--- config.mk ---
export PLATFORM = sky130hd
export DESIGN_NAME = eauf_fifo
export DESIGN_NICKNAME = d
export VERILOG_FILES = /design/src/hw/rtl/encoder_angle_unwrap_filter_top_defines.svh /design/src/hw/rtl/eauf_fifo.sv
export SDC_FILE = /design/constraint.sdc
export NUM_CORES = 1
export LEC_CHECK = 0
export BUFFER_PORTS_ARGS = -buffer_cell sky130_fd_sc_hd__buf_4
export CAP_MARGIN = 0
export CORE_MARGIN = 1.5
export CORE_UTILIZATION = 50
export DETAILED_ROUTE_END_ITERATION = 8
export HOLD_SLACK_MARGIN = 0.1
export PLACE_DENSITY = 0.77
export SLEW_MARGIN = 20
export SYNTH_ARGS = -nofsm -noshare
export SYNTH_HDL_FRONTEND = slang
export SYNTH_SLANG_ARGS = --single-unit
export TNS_END_PERCENT = 5
--- constraint.sdc ---
create_clock -name clk -period 2.1 [get_ports clk]
set_input_delay 0.21 -clock clk [delete_from_list [all_inputs] [get_ports clk]]
set_output_delay 0.21 -clock clk [all_outputs]
set_load 0.02 [all_outputs]
--- src/hw/rtl/encoder_angle_unwrap_filter_top_defines.svh ---
// assertion macros for the encoder angle unwrap filter
`ifndef ENCODER_ANGLE_UNWRAP_FILTER_TOP_DEFINES_SVH
`define ENCODER_ANGLE_UNWRAP_FILTER_TOP_DEFINES_SVH
`ifndef SYNTHESIS
// condition holds at every clock edge out of reset
`define EAUF_ASSERT_ALWAYS(lbl, cond, msg) \
  lbl: assert property (@(posedge clk) disable iff (rst) (cond)) else $error(msg);
// consequent holds in the same cycle as the antecedent
`define EAUF_ASSERT_IMPLY(lbl, ante, cons, msg) \
  lbl: assert property (@(posedge clk) disable iff (rst) (ante) |-> (cons)) else $error(msg);
// consequent holds in the cycle after the antecedent
`define EAUF_ASSERT_NEXT(lbl, ante, cons, msg) \
  lbl: assert property (@(posedge clk) disable iff (rst) (ante) |=> (cons)) else $error(msg);
`else
`define EAUF_ASSERT_ALWAYS(lbl, cond, msg)
`define EAUF_ASSERT_IMPLY(lbl, ante, cons, msg)
`define EAUF_ASSERT_NEXT(lbl, ante, cons, msg)
`endif
`endif

--- src/hw/rtl/eauf_fifo.sv ---
// small register fifo with occupancy count
module eauf_fifo #(
  parameter int unsigned WIDTH = 8,
  parameter int unsigned DEPTH = 8,
  localparam int unsigned AW = $clog2(DEPTH),
  localparam int unsigned CW = $clog2(DEPTH + 1)
) (
  input  logic             clk,
  input  logic             rst,
  input  logic             push,
  input  logic [WIDTH-1:0] push_data,
  input  logic             pop,
  output logic [WIDTH-1:0] pop_data,
  output logic [CW-1:0]    count
);

  logic [WIDTH-1:0] mem [DEPTH];
  logic [AW-1:0]    wr_ptr;
  logic [AW-1:0]    rd_ptr;
  logic [AW-1:0]    wr_ptr_next;
  logic [AW-1:0]    rd_ptr_next;

  // pointer wrap
  assign wr_ptr_next = (wr_ptr == AW'(DEPTH - 1)) ? '0 : wr_ptr + 1'b1;
  assign rd_ptr_next = (rd_ptr == AW'(DEPTH - 1)) ? '0 : rd_ptr + 1'b1;

  assign pop_data = mem[rd_ptr];

  // pointers and count
  always_ff @(posedge clk) begin
    if (rst) begin
      wr_ptr <= '0;
      rd_ptr <= '0;
      count  <= '0;
    end else begin
      if (push) begin
        wr_ptr <= wr_ptr_next;
      end
      if (pop) begin
        rd_ptr <= rd_ptr_next;
      end
      case ({push, pop})
        2'b10:   count <= count + 1'b1;
        2'b01:   count <= count - 1'b1;
        default: count <= count;
      endcase
    end
  end

  // storage
  always_ff @(posedge clk) begin
    if (push) begin
      mem[wr_ptr] <= push_data;
    end
  end

endmodule

==> out/metrics.csv <==
metric;value;unit
Max clock buf depth;2;
sw power;0.680;mW
EDFF count, synth;64;
Setup crit start kind;flip-flop;
CTS tree;done;
detailed-route DRC error count;0;
Fill cells;439;
Tot GR Track Use;19.0;%
status;completed;
slew at the pin with the worst max-slew slack;0.459;ns
RSZ-0062 raised after global routing;yes;
Layout Area Growth over Synthesis;19.6;%
Clk Tree Root Cell;clkbuf_8;
HP Class;in -> reg;
number of global-route vias before repair;1670;
post-layout instance area;3710;sq um
Clk pin slew, worst setup/hold paths;0.07;ns
Worst Skew;0.00775;ns
power density over cell area;877;nW/um^2
Initial Utilization;52.1;%
post-synth cell types;26;
final wirelength;5.58;mm
critical path class;reg -> out;
flop and latch count out of synthesis;77;
CTS HTree Levels;3;
Synth Area per Inst;19.1;sq um
met3 GRT Util;6.56;%
IO Pins;24;
# rows;28;
Seq pwr share;53.2;%
iteration-0 DRC count of the detailed router;87;
Antenna Nets Post-Route;0;
Net count, final;229;
final period utilization;98.8;%
Seq/Total Area, Yosys;70.3;%
TritonCTS buffer count;9;
Final Critical Period;2.07;ns
critical path capture point type;output pin;
Vert. Die Dim;81.8;microns
Core Area;5960;sq um
grt met2 use;34.2;%
first-pass GRT wire length;8.54;mm
CP Data Required Time;1.89;ns
Max-slew headroom;69.4;%
TritonCTS Sinks;77;
PortBufs;23;
Clock power frac;36.1;%
commonest non-fill, non-tap cell in the layout;edfxtp_1;
Top Usage Layer GRT;met2;
Sw Ratio;20.9;%
Placed Area;3410;sq um
FF/Latch Area;2190;sq um
Mapped Area;3110;sq um
worst reg2reg setup slack;0.52;ns
Pre-antenna DRT Iters;4;
share of layout cells above drive strength 1;31.2;%
crit-path max FO;8;
Yosys warning total;0;
Via density;5.53;
Post-synth top flop;edfxtp_1;
Remaining Overflow, GRT;0;
largest net degree at the start of global routing;17;
internal power;2.58;mW
Worst VDD drop;0.591;mV
average wire per cell in the routed design;19.2;microns
area of the multi-input gates;846;sq um
most frequent cells in the layout;edfxtp_1 (64), buf_4 (32), nor2_1 (17), dfxtp_1 (12), clkbuf_8 (10);
die area;6690;sq um
Die Width;81.8;microns
Fin. Hold Viols;0;
Max Cap Violations;0;
P_leak;1.34;nW
achievable frequency;482;MHz
Syn Nets;182;
n_diodes;0;
Vias;1603;
Final GP Congestion;0.650;
initial antenna violation count;0;
Final setup viols;0;
final setup TNS;0;ns
Worst-Skew Late Latency;0.34;ns
max-slew violation count;0;
Comb pwr share;10.7;%
setup repair bufs after CTS;0;
crit path DAT;1.86;ns
Gate Count Post-Synth;163;
asr flop ratio synth;0;%
post-DP HPWL;3.68;mm
met1 usage;21.0;%
==> sequential cells by signal, indices dropped and copies added (netlist names), named ones only <==
name / cells
mem: 64
rd_ptr: 3
wr_ptr: 3
count: 4
==> power by group through the flow <==
stage | clock network [mW] | logic [mW] | registers (mW)
finish | 1.18 | 0.348 | 1.73
global route | 1.26 | 0.380 | 1.74
CTS | 1.21 | 0.349 | 1.73
detailed placement | 0 | 0.325 | 1.76
global placement | 0 | 0.310 | 1.76
floorplan | 0 | 0.196 | 1.77
==> critical path: stages, from the launching register on <==
cell and delay [ns]:
dfxtp_4 0.39, buf_12 0.14, mux4_1 0.55, mux2_2 0.28, buf_4 0.16
==> path summary, 6_finish.rpt <==
kind / startpoint / to / cells after the start
max: flip-flop / pop_data[6] / 4
max reg2reg: count[1]$_SDFFE_PP0P_ / count[2]$_SDFFE_PP0P_ / 6
min reg2reg: rd_ptr[1]$_SDFFE_PP0P_ / rd_ptr[1]$_SDFFE_PP0P_ / 2
min: rst / count[0]$_SDFFE_PP0P_ / 2
==> cell usage after synthesis (3+ instances only) <==
master     n  share of area, %
edfxtp_1  64                62
nor2_1    17               2.1
mux4_1    15                13
dfxtp_1   13               8.4
mux2_2     9               3.3
ha_1       7               2.8
mux2i_1    5               1.6
nand2b_1   5               1.0
a21oi_1    4              0.64
nand2_1    3              0.36
xor2_1     3              0.85
==> per-layer routing <==
layer	wire length (microns)	vias to the layer above
li1	-	744
met1	2250	810
met2	3050	42
met3	232	7
met4	47	0
met5	0	-
==> repair_timing <==
action,CTS,global route
cloned,1,0
setup endpoints to repair,8,7
hold buffers,8,0
hold endpoints to repair,53,0
resized for setup,5,5
==> cell families (layout without fill, tap and decap cells) <==
logic type	count (synthesis)	count (layout)	share of synthesized area, %
AOI/OAI and AO/OA	8	8	1.49
adders and majority gates	7	7	2.82
xor gates and xnor gates	3	3	0.846
DFF	77	77	70.3
muxes	30	30	18.3
and+or+nand+nor	31	31	4.63
buffers and inverters	7	59	1.65
==> final cells by class <==
cell class	instances	area share [%]
sequential	77	58.9
multi-input combinational	79	22.8
timing repair buffer	42	9.91
clock buffer	11	3.81
tap	75	2.53
clock inverter	5	2.02
inverter	1	0.101
==> stage by stage <==
stage | cells | setup slack [ns] | hold WS (ns) | power [mW] | utilization, %
6_report | 290 | 0.0259 | 0.122 | 3.26 | 62.4
3_3_place_gp | 265 | 0.386 | 0.435 | 2.07 | 57.3
2_1_floorplan | 163 | 0.478 | 0.309 | 1.96 | -
3_5_place_dp | 265 | 0.247 | 0.445 | 2.09 | 57.3
5_1_grt | 290 | -0.0332 | 0.120 | 3.38 | 62.4
4_1_cts | 290 | -0.00757 | 0.104 | 3.29 | 62.7
Power figures use the tool's default switching activity.
