File: config.mk
export PLATFORM = sky130hd
export DESIGN_NAME = eauf_back
export DESIGN_NICKNAME = d
export VERILOG_FILES = /design/src/hw/rtl/encoder_angle_unwrap_filter_top_defines.svh /design/src/hw/rtl/eauf_pkg.sv /design/src/hw/rtl/eauf_back.sv
export SDC_FILE = /design/constraint.sdc
export NUM_CORES = 2
export LEC_CHECK = 0
export BUFFER_PORTS_ARGS = -buffer_cell sky130_fd_sc_hd__buf_4
export CAP_MARGIN = 20
export CORE_MARGIN = 4
export CORE_UTILIZATION = 50
export DETAILED_ROUTE_END_ITERATION = 12
export PLACE_DENSITY = 0.67
export SETUP_SLACK_MARGIN = 0.5
export SLEW_MARGIN = 5
export SYNTH_ARGS = -nofsm -noshare
export SYNTH_HDL_FRONTEND = slang
export SYNTH_SLANG_ARGS = --single-unit
File: constraint.sdc
create_clock -name clk -period 20.1 [get_ports clk]
set_clock_uncertainty 0.1 [all_clocks]
set_input_delay 2.01 -clock clk [delete_from_list [all_inputs] [get_ports clk]]
set_output_delay 2.01 -clock clk [all_outputs]
set_load 0.05 [all_outputs]
File: src/hw/rtl/encoder_angle_unwrap_filter_top_defines.svh
// assertion macros for the encoder angle unwrap filter
`ifndef ENCODER_ANGLE_UNWRAP_FILTER_TOP_DEFINES_SVH
`define ENCODER_ANGLE_UNWRAP_FILTER_TOP_DEFINES_SVH
`ifndef SYNTHESIS
// condition holds at every clock edge out of reset
`define EAUF_ASSERT_ALWAYS(lbl, cond, msg) \
  lbl: assert property (@(posedge clk) disable iff (rst) (cond)) else $error(msg);
// consequent holds in the same cycle as the antecedent
`define EAUF_ASSERT_IMPLY(lbl, ante, cons, msg) \
  lbl: assert property (@(posedge clk) disable iff (rst) (ante) |-> (cons)) else $error(msg);
// consequent holds in the cycle after the antecedent
`define EAUF_ASSERT_NEXT(lbl, ante, cons, msg) \
  lbl: assert property (@(posedge clk) disable iff (rst) (ante) |=> (cons)) else $error(msg);
`else
`define EAUF_ASSERT_ALWAYS(lbl, cond, msg)
`define EAUF_ASSERT_IMPLY(lbl, ante, cons, msg)
`define EAUF_ASSERT_NEXT(lbl, ante, cons, msg)
`endif
`endif

File: src/hw/rtl/eauf_pkg.sv
// shared types and constants of the encoder angle unwrap filter
package eauf_pkg;

  // field widths
  localparam int unsigned READING_W = 14;
  localparam int unsigned POS_W     = 16;
  localparam int unsigned ANGLE_W   = 32;
  localparam int unsigned WEIGHT_W  = 7;
  localparam int unsigned THRESH_W  = 16;
  localparam int unsigned DIFF_W    = 18;
  localparam int unsigned WIDE_W    = 34;

  // turn geometry and blend scale
  localparam int HALF_TURN   = 18000;
  localparam int FULL_TURN   = 36000;
  localparam int WEIGHT_FULL = 100;
  localparam int JUMP_RESET  = 15;

  // floor(n / 100) = (n * RECIP_100) >> RECIP_SHIFT, exact for n below 2^23
  localparam int unsigned RECIP_SHIFT = 30;
  localparam int unsigned RECIP_100   = 10737419;

  // queue between front and back, and the result queue
  localparam int unsigned MID_DEPTH = 8;
  localparam int unsigned MID_CW    = 4;
  localparam int unsigned OUT_DEPTH = 8;
  localparam int unsigned OUT_CW    = 4;

  // request codes
  localparam logic REQ_LOAD   = 1'b0;
  localparam logic REQ_SAMPLE = 1'b1;

  // register index, taken from paddr[2]
  localparam logic REG_FILTER_WEIGHT  = 1'b0;
  localparam logic REG_JUMP_THRESHOLD = 1'b1;

  typedef struct packed {
    logic [WEIGHT_W-1:0] weight;
    logic [THRESH_W-1:0] threshold;
  } cfg_t;

  // classified sample handed from front to back
  typedef struct packed {
    logic [POS_W-1:0]   entry;
    logic [ANGLE_W-1:0] prev_angle;
    logic [DIFF_W-1:0]  diff;
    logic               bypass;
  } mid_word_t;

endpackage

File: src/hw/rtl/eauf_back.sv
// back end: weighted blend, truncating divide by 100, saturation
module eauf_back (
  input  logic                                clk,
  input  logic                                rst,
  input  eauf_pkg::cfg_t                      cfg,
  input  logic                                mid_empty,
  input  eauf_pkg::mid_word_t                 mid_data,
  output logic                                mid_pop,
  input  logic [eauf_pkg::OUT_CW-1:0]         out_count,
  output logic [2:0]                          inflight,
  output logic                                out_push,
  output logic signed [eauf_pkg::ANGLE_W-1:0] out_angle,
  output logic [eauf_pkg::POS_W-1:0]          out_position
);

  localparam int unsigned PROD_W = 26;
  localparam int unsigned MAG_W  = 24;
  localparam int unsigned QM_W   = 18;
  localparam int unsigned Q_W    = 19;
  localparam int unsigned W      = eauf_pkg::WIDE_W;
  localparam int unsigned AWD    = eauf_pkg::ANGLE_W;

  logic [eauf_pkg::WEIGHT_W-1:0] keep_w;
  logic signed [PROD_W-1:0]      blend_prod;
  logic [MAG_W-1:0]              mag_n;
  logic [2*MAG_W-1:0]            recip_prod;
  logic [QM_W+6:0]               qm_x100;
  logic [MAG_W-1:0]              rem;
  logic                          rem_nz;
  logic signed [Q_W-1:0]         qm_s;
  logic signed [Q_W-1:0]         quot;
  logic                          round_up;
  logic signed [W-1:0]           pick;

  // pipeline valids
  logic b1_v, b2_v, b3_v, b4_v, b5_v;

  // carried payload
  logic [eauf_pkg::POS_W-1:0] b1_entry, b2_entry, b3_entry, b4_entry;
  logic signed [AWD-1:0]      b1_angle, b2_angle, b3_angle;
  logic signed [W-1:0]        b1_fresh, b2_fresh, b3_fresh, b4_fresh;
  logic                       b1_bypass, b2_bypass, b3_bypass, b4_bypass;
  logic signed [PROD_W-1:0]   b1_prod;
  logic [MAG_W-1:0]           b2_n;
  logic                       b2_neg;
  logic [QM_W-1:0]            b2_qm;
  logic signed [Q_W-1:0]      b3_q;
  logic                       b3_rnz;
  logic signed [W-1:0]        b4_sum;
  logic                       b4_rnz;
  logic signed [AWD-1:0]      b5_angle;
  logic [eauf_pkg::POS_W-1:0] b5_pos;

  // pop only when the result queue has room for everything in flight
  assign inflight = 3'(b1_v) + 3'(b2_v) + 3'(b3_v) + 3'(b4_v) + 3'(b5_v);
  assign mid_pop = !mid_empty &&
                   ((5'(out_count) + 5'(inflight)) < 5'(eauf_pkg::OUT_DEPTH));

  // stage 1: e = (100 - a) * d, since the blend equals (100*L + e) / 100
  assign keep_w     = eauf_pkg::WEIGHT_W'(eauf_pkg::WEIGHT_FULL) - cfg.weight;
  assign blend_prod = $signed({1'b0, keep_w}) * $signed(mid_data.diff);

  // stage 2: floor(|e| / 100) by reciprocal
  assign mag_n      = b1_prod[PROD_W-1] ? MAG_W'(-b1_prod) : MAG_W'(b1_prod);
  assign recip_prod = {{MAG_W{1'b0}}, mag_n} * (2*MAG_W)'(eauf_pkg::RECIP_100);

  // stage 3: remainder and floor quotient of signed e
  always_comb begin
    qm_x100 = (QM_W + 7)'(b2_qm) * (QM_W + 7)'(eauf_pkg::WEIGHT_FULL);
    rem     = b2_n - qm_x100[MAG_W-1:0];
    rem_nz  = (rem != '0);
    qm_s    = $signed({1'b0, b2_qm});
    if (b2_neg) begin
      quot = rem_nz ? (-qm_s - Q_W'(1)) : -qm_s;
    end else begin
      quot = qm_s;
    end
  end

  // stage 5: floor to truncation, select path, saturate
  always_comb begin
    round_up = b4_sum[W-1] && b4_rnz;
    pick = b4_bypass ? b4_fresh : (b4_sum + W'(round_up));
  end

  // valid shift
  always_ff @(posedge clk) begin
    if (rst) begin
      b1_v <= 1'b0;
      b2_v <= 1'b0;
      b3_v <= 1'b0;
      b4_v <= 1'b0;
      b5_v <= 1'b0;
    end else begin
      b1_v <= mid_pop;
      b2_v <= b1_v;
      b3_v <= b2_v;
      b4_v <= b3_v;
      b5_v <= b4_v;
    end
  end

  // payload stages
  always_ff @(posedge clk) begin
    b1_entry  <= mid_data.entry;
    b1_angle  <= $signed(mid_data.prev_angle);
    b1_fresh  <= $signed({{2{mid_data.prev_angle[AWD-1]}}, mid_data.prev_angle}) +
                 $signed({{(W - eauf_pkg::DIFF_W){mid_data.diff[eauf_pkg::DIFF_W-1]}},
                          mid_data.diff});
    b1_bypass <= mid_data.bypass;
    b1_prod   <= blend_prod;

    b2_entry  <= b1_entry;
    b2_angle  <= b1_angle;
    b2_fresh  <= b1_fresh;
    b2_bypass <= b1_bypass;
    b2_n      <= mag_n;
    b2_neg    <= b1_prod[PROD_W-1];
    b2_qm     <= recip_prod[eauf_pkg::RECIP_SHIFT +: QM_W];

    b3_entry  <= b2_entry;
    b3_angle  <= b2_angle;
    b3_fresh  <= b2_fresh;
    b3_bypass <= b2_bypass;
    b3_q      <= quot;
    b3_rnz    <= rem_nz;

    b4_entry  <= b3_entry;
    b4_fresh  <= b3_fresh;
    b4_bypass <= b3_bypass;
    b4_sum    <= $signed({{(W - Q_W){b3_q[Q_W-1]}}, b3_q}) +
                 $signed({{(W - AWD){b3_angle[AWD-1]}}, b3_angle});
    b4_rnz    <= b3_rnz;

    b5_pos    <= b4_entry;
    if ((pick[W-1:AWD-1] == '0) || (pick[W-1:AWD-1] == '1)) begin
      b5_angle <= pick[AWD-1:0];
    end else if (pick[W-1]) begin
      b5_angle <= {1'b1, {(AWD - 1){1'b0}}};
    end else begin
      b5_angle <= {1'b0, {(AWD - 1){1'b1}}};
    end
  end

  assign out_push     = b5_v;
  assign out_angle    = b5_angle;
  assign out_position = b5_pos;

endmodule
==> results by stage <==
CTS:
- In this run the clock root is driven by a sky130_fd_sc_hd__clkbuf_16.
- The total of cells resized after clock tree synthesis is 0.
- The number of sinks driven by the clock tree is 471.
- TritonCTS built the clock tree.
- After clock tree synthesis, the setup repair step added 0 buffers.
- The number of buffers on the longest clock path is 3.
- The clock transition at the registers of the reported paths is 60 ps.
- At the later pin of the worst-skew pair, clock insertion delay measures 600 ps.
- The number of hold buffers added after CTS was 0.
- The number of clock buffers added by TritonCTS is 45.
- The H-tree was split into 2 levels.

Timing:
- Summed over all failing endpoints, the final setup total negative slack is 0 ps.
- The final hold violation count is 0.
- The final cycle utilization of the critical path is 0.523.
- The number of slew-limit violations in the final report is 0.
- The transition time of the tightest slew-check pin is 990 ps.
- The remaining max-slew budget at the tightest pin is 0.335.
- The highest attainable clock frequency is 95.2 MHz.
- Setup repair after global routing left no endpoint under its margin.
- The number of endpoints failing setup at the final stage is 0.
- The shortest clock period the worst path allows after layout is 10510 ps.

Synth:
- The net count after synthesis is 4209.
- The area share of the largest cell type after synthesis is 0.288.
- Among all flip-flop cells after synthesis, the most frequent one is sky130_fd_sc_hd__dfxtp_1.
- Counting flops with an async set or reset pin after synthesis yields a share of 0.
- The share of the Yosys chip area taken by registers is 0.288.
- By area the synthesized netlist is led by sky130_fd_sc_hd__dfxtp_1 29%, sky130_fd_sc_hd__fa_1 20%, sky130_fd_sc_hd__ha_1 18%.
- The synthesized design contains 471 register bits.
- The synthesized area per cell is 9.92 um2.
- After technology mapping, the gate count stands at 3303.
- The most numerous cell in the Yosys netlist is sky130_fd_sc_hd__inv_1.
- The cell accounting for the most synthesized area is sky130_fd_sc_hd__dfxtp_1.
- Counting instances in the post-synthesis netlist gives the leading cell types as 728 x sky130_fd_sc_hd__inv_1, 479 x sky130_fd_sc_hd__ha_1, 471 x sky130_fd_sc_hd__dfxtp_1.
- The count of flip-flops with a built-in enable after synthesis is 0.
- The post-synthesis cell area is 32800 um2.
- The number of distinct library cells after synthesis is 77.
- For this run, the number of Yosys warnings is 0.

Setup path:
- STA classifies the critical path startpoint as a flop.
- The worst setup path is captured at a flop.
- The largest single stage delay on the critical path is 600 ps.
- Of all nets on the critical path, the largest fanout is 11.
- The slowest stage of the critical path is the sky130_fd_sc_hd__xor2_1 cell.
- The path type of the worst setup path is flop to flop.
- By instance count, the cell type seen most on the critical path is sky130_fd_sc_hd__inv_1.
- The required time at the worst-slack endpoint is 20480 ps.
- The data arrival time of the critical path is 10890 ps.

Floorplan:
- The die width is 264 um.
- The region available for standard cell placement spans 64700 um2.
- During I/O placement, the number of pins put on the boundary was 150.
- In this run the vertical extent of the chip is 264 um.
- The placement row count is 93.
- The die covers 69700 um2.
- The initial cell density of the core is 0.506.

Drt:
- For this run, design rule violations remaining after detail routing come to 0.
- The number of vias per cell after detailed routing is 4.92.
- The routed wire length is 68500 um.
- For this block, the initial DRC count from the detailed router was 1043.
- The final antenna-violating net count is 0.
- The number of iterations in the first detailed-routing pass is 5.
- The wire length per cell after detailed routing is 15.7 um.
- The routed layout has 21500 vias.

Outcome:
- The flow ran to the end, and the final reports show no timing, DRC or antenna violations.

Finish:
- The sequential cells in the finished layout cover a total of 9430 um2.
- The area growth from synthesis to layout is 11.4%.
- Of the cells placed in the final design, the portion with a size suffix greater than 1 is 0.0772.
- The number of antenna diodes in the final layout is 0.
- Summing all multi-input logic gate instances after layout gives 20500 um2.
- The number of filler instances in the final layout is 5755.
- The number of nets in the finished design is 4382.

Global routing:
- The global routing's busiest layer is met2.
- The via count of the first global-routing pass is 22100.
- The largest net degree at the start of global routing is 67.
- For met1 alone, demand over resource in global routing was 0.266.
- The first global-routing pass estimated 114000 um of wire.
- The total congestion overflow is 0.
- The total global-route track usage is 0.201.
- The met2 capacity usage during global routing is 0.341.
- The met3 track utilization from global routing is 0.0305.
- The number of antenna violations at the first check in global routing came to 1.

Place:
- The total half-perimeter wirelength after legalization and detailed placement is 57300 um.
- Routability-driven placement finished with a final weighted congestion of 0.914.
- Input and output buffers added on the ports amount to 133.

Min path:
- The tightest min-delay check is of the flop to flop type.

Flow run:
- The number of max-cap violations is 0.
## final timing paths
kind,startpoint,slack (ps),cells past startpoint,endpoint
worst min-delay path,b3_fresh[6],200,0,b4_fresh[6]
worst max register to register,b1_prod[0],9590,34,b2_qm[17]
worst min register to register,b3_fresh[6],200,0,b4_fresh[6]
worst max-delay path,b1_prod[0],9590,34,b2_qm[17]
## critical path: cells and delay by family, from the launching register on
family	cells	cell delay, ps
buffers and inverters	8	860
XOR/XNOR	2	770
AND/OR/NAND/NOR	6	1790
adder cells (fa/ha/maj)	8	3600
flip-flops	1	540
AO/OA/AOI/OAI	10	2720
## cell type report
cell class                 instances  area share
clock buffer                      57      0.0340
clock inverter                    24     0.00926
inverter                         732      0.0753
multi-input combinational       2071       0.562
sequential                       471       0.258
tap                              855      0.0293
timing repair buffer             155      0.0321
## routing by layer
metal,share of wire,wire (um),vias to the layer above
met2,0.47,32400,363
met5,0,0,-
li1,-,-,10800
met4,0.036,2480,0
met3,0.042,2860,120
met1,0.45,30800,10100
## registers in the layout, summed over array words and instances, names as in the netlist, 24 cells and up
signal	count
b3_angle	32
b2_fresh	33
out_angle	32
b4_fresh	33
b1_prod	25
b1_angle	32
b3_fresh	33
b2_n	24
b1_fresh	33
b4_sum	33
b2_angle	32
## placed cells by master (no fill, tap or decap), types with 6 or more instances in the layout
cell type	instances
sky130_fd_sc_hd__nor2_1	137
sky130_fd_sc_hd__o211ai_1	7
sky130_fd_sc_hd__or3_1	15
sky130_fd_sc_hd__o21bai_1	8
sky130_fd_sc_hd__a21boi_0	6
sky130_fd_sc_hd__or2_2	6
sky130_fd_sc_hd__nor3_1	35
sky130_fd_sc_hd__nand2b_1	20
sky130_fd_sc_hd__fa_1	330
sky130_fd_sc_hd__ha_1	479
sky130_fd_sc_hd__nand3_1	47
sky130_fd_sc_hd__buf_4	154
sky130_fd_sc_hd__a21o_1	53
sky130_fd_sc_hd__nand4_1	25
sky130_fd_sc_hd__clkbuf_16	45
sky130_fd_sc_hd__xnor2_1	157
sky130_fd_sc_hd__nand2_1	123
sky130_fd_sc_hd__nor2b_1	54
sky130_fd_sc_hd__a31oi_1	10
sky130_fd_sc_hd__clkinv_2	8
sky130_fd_sc_hd__a211oi_1	12
sky130_fd_sc_hd__xor2_1	68
sky130_fd_sc_hd__dfxtp_1	470
sky130_fd_sc_hd__and2_1	71
sky130_fd_sc_hd__o21a_1	16
sky130_fd_sc_hd__o31a_1	6
sky130_fd_sc_hd__o31ai_1	7
sky130_fd_sc_hd__and3_1	28
sky130_fd_sc_hd__inv_1	728
sky130_fd_sc_hd__a21oi_1	151
sky130_fd_sc_hd__clkbuf_8	7
sky130_fd_sc_hd__o21ai_0	107
## through the flow
step	setup slack [ps]	hold slack (ps)	utilization	std cells	instance area, um2
floorplan	11140	210	-	3303	32800
global placement	9760	210	0.539	4283	34900
detailed placement	9660	212	0.539	4283	34900
CTS	9600	198	0.564	4364	36500
global route	9080	206	0.564	4365	36500
finish	9590	201	0.564	4365	36500
## logic make-up after synthesis
kind of cell / count (synthesis) / synth area share
buf+inv: 761 / 0.0875
mux: 4 / 0.00122
fa+ha+maj: 809 / 0.385
flops: 471 / 0.288
simple gates: 593 / 0.0931
compound gates: 434 / 0.0830
xor+xnor: 231 / 0.0627
Power is not shown: default switching activity piles up to over one toggle a cycle in this logic, so the estimate is an artifact.
